$ cat src/min_stk_pkg.sv
package min_stk_pkg;

    localparam int DEPTH_W = 11;
    localparam int DATA_W  = 32;

    localparam logic OP_PUSH = 1'b0;
    localparam logic OP_POP  = 1'b1;

    typedef enum logic [1:0] {
        ERR_OK    = 2'd0,
        ERR_FULL  = 2'd1,
        ERR_EMPTY = 2'd2
    } err_t;

    typedef enum logic {
        ST_IDLE,
        ST_POP_WAIT
    } state_t;

    typedef struct packed {
        logic push;
        logic pop_short;
        logic pop_read;
        logic pop_load;
        logic report;
        err_t err;
    } dp_cmd_t;

    typedef struct packed {
        logic full;
        logic empty;
        logic single;
    } dp_status_t;

endpackage

$ cat src/min_stk_ctrl.sv
module min_stk_ctrl
    import min_stk_pkg::*;
(
    input  logic       aclk,
    input  logic       aresetn,
    input  logic       s_valid,
    output logic       s_ready,
    input  logic       s_operation,
    output logic       m_valid,
    input  logic       m_ready,
    input  dp_status_t status,
    output dp_cmd_t    cmd
);

    state_t state_reg;
    state_t state_next;
    logic   m_valid_reg;
    logic   m_valid_next;
    logic   accept;

    always_ff @(posedge aclk) begin
        if (!aresetn) begin
            state_reg   <= ST_IDLE;
            m_valid_reg <= 1'b0;
        end else begin
            state_reg   <= state_next;
            m_valid_reg <= m_valid_next;
        end
    end

    always_comb begin
        state_next   = state_reg;
        cmd          = '0;
        cmd.err      = ERR_OK;
        s_ready      = 1'b0;
        accept       = 1'b0;
        m_valid_next = m_valid_reg && !m_ready;
        case (state_reg)
            ST_IDLE: begin
                s_ready = !m_valid_reg || m_ready;
                accept  = s_valid && s_ready;
                if (accept) begin
                    if (s_operation == OP_PUSH) begin
                        if (status.full) begin
                            cmd.report = 1'b1;
                            cmd.err    = ERR_FULL;
                        end else begin
                            cmd.push = 1'b1;
                        end
                        m_valid_next = 1'b1;
                    end else begin
                        if (status.empty) begin
                            cmd.report   = 1'b1;
                            cmd.err      = ERR_EMPTY;
                            m_valid_next = 1'b1;
                        end else if (status.single) begin
                            cmd.pop_short = 1'b1;
                            m_valid_next  = 1'b1;
                        end else begin
                            cmd.pop_read = 1'b1;
                            state_next   = ST_POP_WAIT;
                        end
                    end
                end
            end
            ST_POP_WAIT: begin
                cmd.pop_load = 1'b1;
                m_valid_next = 1'b1;
                state_next   = ST_IDLE;
            end
            default: begin
                state_next = ST_IDLE;
            end
        endcase
    end

    assign m_valid = m_valid_reg;

endmodule

$ cat config.mk
export PLATFORM = sky130hd
export DESIGN_NAME = min_stk_ctrl
export DESIGN_NICKNAME = d
export VERILOG_FILES = /design/src/min_stk_pkg.sv /design/src/min_stk_ctrl.sv
export SDC_FILE = /design/constraint.sdc
export NUM_CORES = 1
export LEC_CHECK = 0
export BUFFER_PORTS_ARGS = -buffer_cell sky130_fd_sc_hd__buf_2
export CORE_AREA = 2 2 39 41
export CTS_BUF_LIST = sky130_fd_sc_hd__clkbuf_16
export CTS_CLUSTER_SIZE = 10
export DETAILED_ROUTE_END_ITERATION = 8
export DIE_AREA = 0 0 41 43
export PLACE_DENSITY = 0.4
export SYNTH_ARGS = -nofsm -noshare
export SYNTH_HDL_FRONTEND = slang
export SYNTH_SLANG_ARGS = --single-unit
$ cat constraint.sdc
create_clock -name aclk -period 0.9 [get_ports aclk]
set_input_delay 0.045 -clock aclk [delete_from_list [all_inputs] [get_ports aclk]]
set_output_delay 0.045 -clock aclk [all_outputs]
set_load 0.02 [all_outputs]
==> impl_summary.md <==
Clock tree
CTS built an H-tree with a depth of 1. The total CTS buffers is 3. Clock latency on the worst-skew pair, taken at its later pin, is 220 ps. The clock edge transition at the registers on the reported setup and hold paths is approximately 30 ps. The number of sinks on the clock net is 2. The clock tree from TritonCTS is done. The maximum number of buffers from clock root to sink is 2. The clock tree root driver cell is sky130_fd_sc_hd__clkbuf_16.

Critical path
The worst setup path is captured at an output pin. The minimum setup slack among reg-to-reg paths is -230 ps. The critical path arrival is 1240 ps. Walking the worst path, the cells encountered are a211o_4 > nor3_4 > buf_6. The worst stage delay on the critical path is 350 ps. The slowest stage of the critical path is the sky130_fd_sc_hd__a211o_4 cell.

The worst setup path category is reg2out. The launching element type of the critical path is a flop. In this run the worst path has a maximum fanout of 7.

Data on the critical path is required at its endpoint by about 850 ps. The cell depth of the worst flop-to-flop path is 3.

Yosys
In the synthesized netlist, the number of instances is 21. Counting flops and latches in the post-synthesis netlist gives 2. The average instance in the mapped netlist occupies ~7.6 um2.

The count of synthesis-stage warnings from yosys is 0. The share of the Yosys chip area taken by registers is 0.2500. Summed over all instances, the cell type with the most area after synthesis is sky130_fd_sc_hd__dfxtp_1. After synthesis, the cell types taking the most area are sky130_fd_sc_hd__dfxtp_1, sky130_fd_sc_hd__nor4_4, sky130_fd_sc_hd__a211o_4.

The post-synthesis cell type count is 11. Counting every net in the synthesized netlist gives 29. The mapped cell area is 160.2 um2. The proportion of netlist area held by the largest area contributor is 0.2500.

Hold path
The number of cells traversed by the worst hold path is 2. The path type of the worst min-delay path is in2reg.

Floorplanning
The area of the core region is around 0.0014 mm2. The floorplan has 14 rows. The overall die height is around 43 um.

The boundary pin count is 17. The die covers ~0.0018 mm2. The initial utilization of the core area, before any placement, comes to 0.1157. The width of the chip is ~41 um.

Placed design
The quantity of I/O buffers inserted on ports is 16. Prior to clock tree synthesis, the placed netlist has a worst setup slack of -231.3 ps. The HPWL after detailed placement is 408.5 um. Routability-driven placement finished with a final weighted congestion of roughly 0.55.

Global route
The total routing usage reported by global routing is 0.07631. The largest net degree at the start of global routing is 8. The wire length of the first global-routing pass is 814 um. The initial antenna violation count is 0.

The number of global-route vias before repair was between 150 and 200. The sum of overflow across all layers after global routing is 0.

STA
Of the available clock period, the critical path in the final layout requires 1.430. The number of failing hold endpoints at the final stage came to 0. For the pin with the worst max-slew slack, the measured transition is about 280 ps.

The count of final max-slew check failures is 0. Setup repair after global routing could not meet its margin everywhere. Between clock sinks in the finished design, the worst skew comes to 0.1936 ps. Timing would allow up to 0.7768 GHz. The setup-violating endpoint count in the final report is 8.

Measured against its own limit, the worst slew margin works out to 0.8124. For the finished layout, the period the worst path requires is 1287 ps. Once routing completed, OpenROAD measured the worst setup slack at -387.4 ps.

Detailed routing
The via count of the routed design is between 200 and 250. The vias per cell is 4.052. The post-detailed-routing wire length is 573 um. After the first detailed-routing iteration, the DRC count stood at 0. The number of nets still failing antenna checks after routing is 0.

The remaining design rule violation count is 0. Dividing the detail-routed wire length by the instance count gives 9.879 um. The detailed-router iteration count before antenna repair is 1.

Pwr
Dividing total power by cell area gives a power density of 2085 mW/mm2. The largest vdd supply drop is 0.4964 mV. The leakage power is 0.2107 nW.

The total chip power is 0.9287 mW.

Final layout
The filler cell count is 149. Of the cells placed in the final design, the portion with a size suffix greater than 1 is 0.7619. The area growth from synthesis to layout is 178.1%. The total number of nets in the final design is 52. The number of diodes is 0.

Outcome
The checks that failed: setup timing. The run finished, with violations left.

Run
Across the run, the number of max-cap violations was 0.
## worst max-delay path: cells and delay by family, from the launching register on
kind | cells | cell delay [ps]
buffers and inverters | 1 | 140
and+or+nand+nor | 1 | 190
DFF | 1 | 340
AOI/OAI and AO/OA | 1 | 350
## per-layer routing
metal,global-route usage,part of all wire
met5,0,0
met4,0.1000,0.021
met2,0.08750,0.41
met3,0.02094,0.13
met1,0.09325,0.44
## layout by cell type (no fill, tap or decap), drive strengths merged
master / netlist / final
inv: 4 / 4
nand2: 1 / 1
dfxtp: 2 / 2
a211o: 1 / 1
nand2b: 2 / 2
clkbuf: 0 / 3
nor3: 3 / 3
nor2: 2 / 2
a21oi: 3 / 3
nor4: 1 / 1
buf: 1 / 19
o21ai: 1 / 1
## final timing paths
kind	from	endpoint
worst min-delay path	status[0]	state_reg$_SDFF_PP0_
worst min register to register	state_reg$_SDFF_PP0_	m_valid$_SDFF_PN0_
worst max register to register	state_reg$_SDFF_PP0_	state_reg$_SDFF_PP0_
worst max-delay path	state_reg$_SDFF_PP0_	cmd[5]
## cells in the mapped netlist
| cell | count |
|---|---|
| sky130_fd_sc_hd__nor3_1 | 3 |
| sky130_fd_sc_hd__dfxtp_1 | 2 |
| sky130_fd_sc_hd__o21ai_0 | 1 |
| sky130_fd_sc_hd__nand2_1 | 1 |
| sky130_fd_sc_hd__nor4_4 | 1 |
| sky130_fd_sc_hd__buf_4 | 1 |
| sky130_fd_sc_hd__inv_1 | 4 |
| sky130_fd_sc_hd__nor2_1 | 2 |
| sky130_fd_sc_hd__a211o_4 | 1 |
| sky130_fd_sc_hd__nand2b_1 | 2 |
| sky130_fd_sc_hd__a21oi_1 | 3 |
## stage by stage
step           hold slack [ps]  setup TNS [ps]  cell area [um2]  instances    util
4_1_cts                  85.64           -2405            434.2         58  0.3137
3_5_place_dp             312.5           -1155            311.5         54  0.2251
2_1_floorplan            116.0           -1189            203.9         21       -
6_report                 86.09           -2353            445.4         58  0.3219
3_3_place_gp             311.9           -1131            311.5         54  0.2251
5_1_grt                  93.70           -2665            445.4         58  0.3219
## area by class of cell
type / count / area (um2) / share of cell area
multi-input cells: 14 / 151.4 / 0.3399
repair buffers: 19 / 142.6 / 0.3202
clock buffers: 3 / 75.07 / 0.1685
flip-flops and latches: 2 / 41.29 / 0.09270
well taps: 16 / 20.02 / 0.04494
inverters: 4 / 15.01 / 0.03371
## kinds of logic after synthesis
kind of cell	synth area share
AO/OA/AOI/OAI	0.2343
buffers and inverters	0.1406
flip-flops	0.2500
AND/OR/NAND/NOR	0.3750
## repair_timing
item	in CTS	in global routing
endpoints found under the setup margin	8	8
endpoints found under the hold margin	0	0
gates resized for setup	13	2
hold buffers	0	0
pin swaps	3	0
buffers inserted	1	0
## power breakdown
part           internal [mW]  switching, mW  leakage [nW]  total [mW]
combinational         0.0706         0.0882         0.157       0.159
clock                  0.566          0.107        0.0370       0.673
sequential            0.0942        0.00303        0.0167      0.0972
total                  0.730          0.198         0.211       0.929
(Power assumes the default switching activity.)
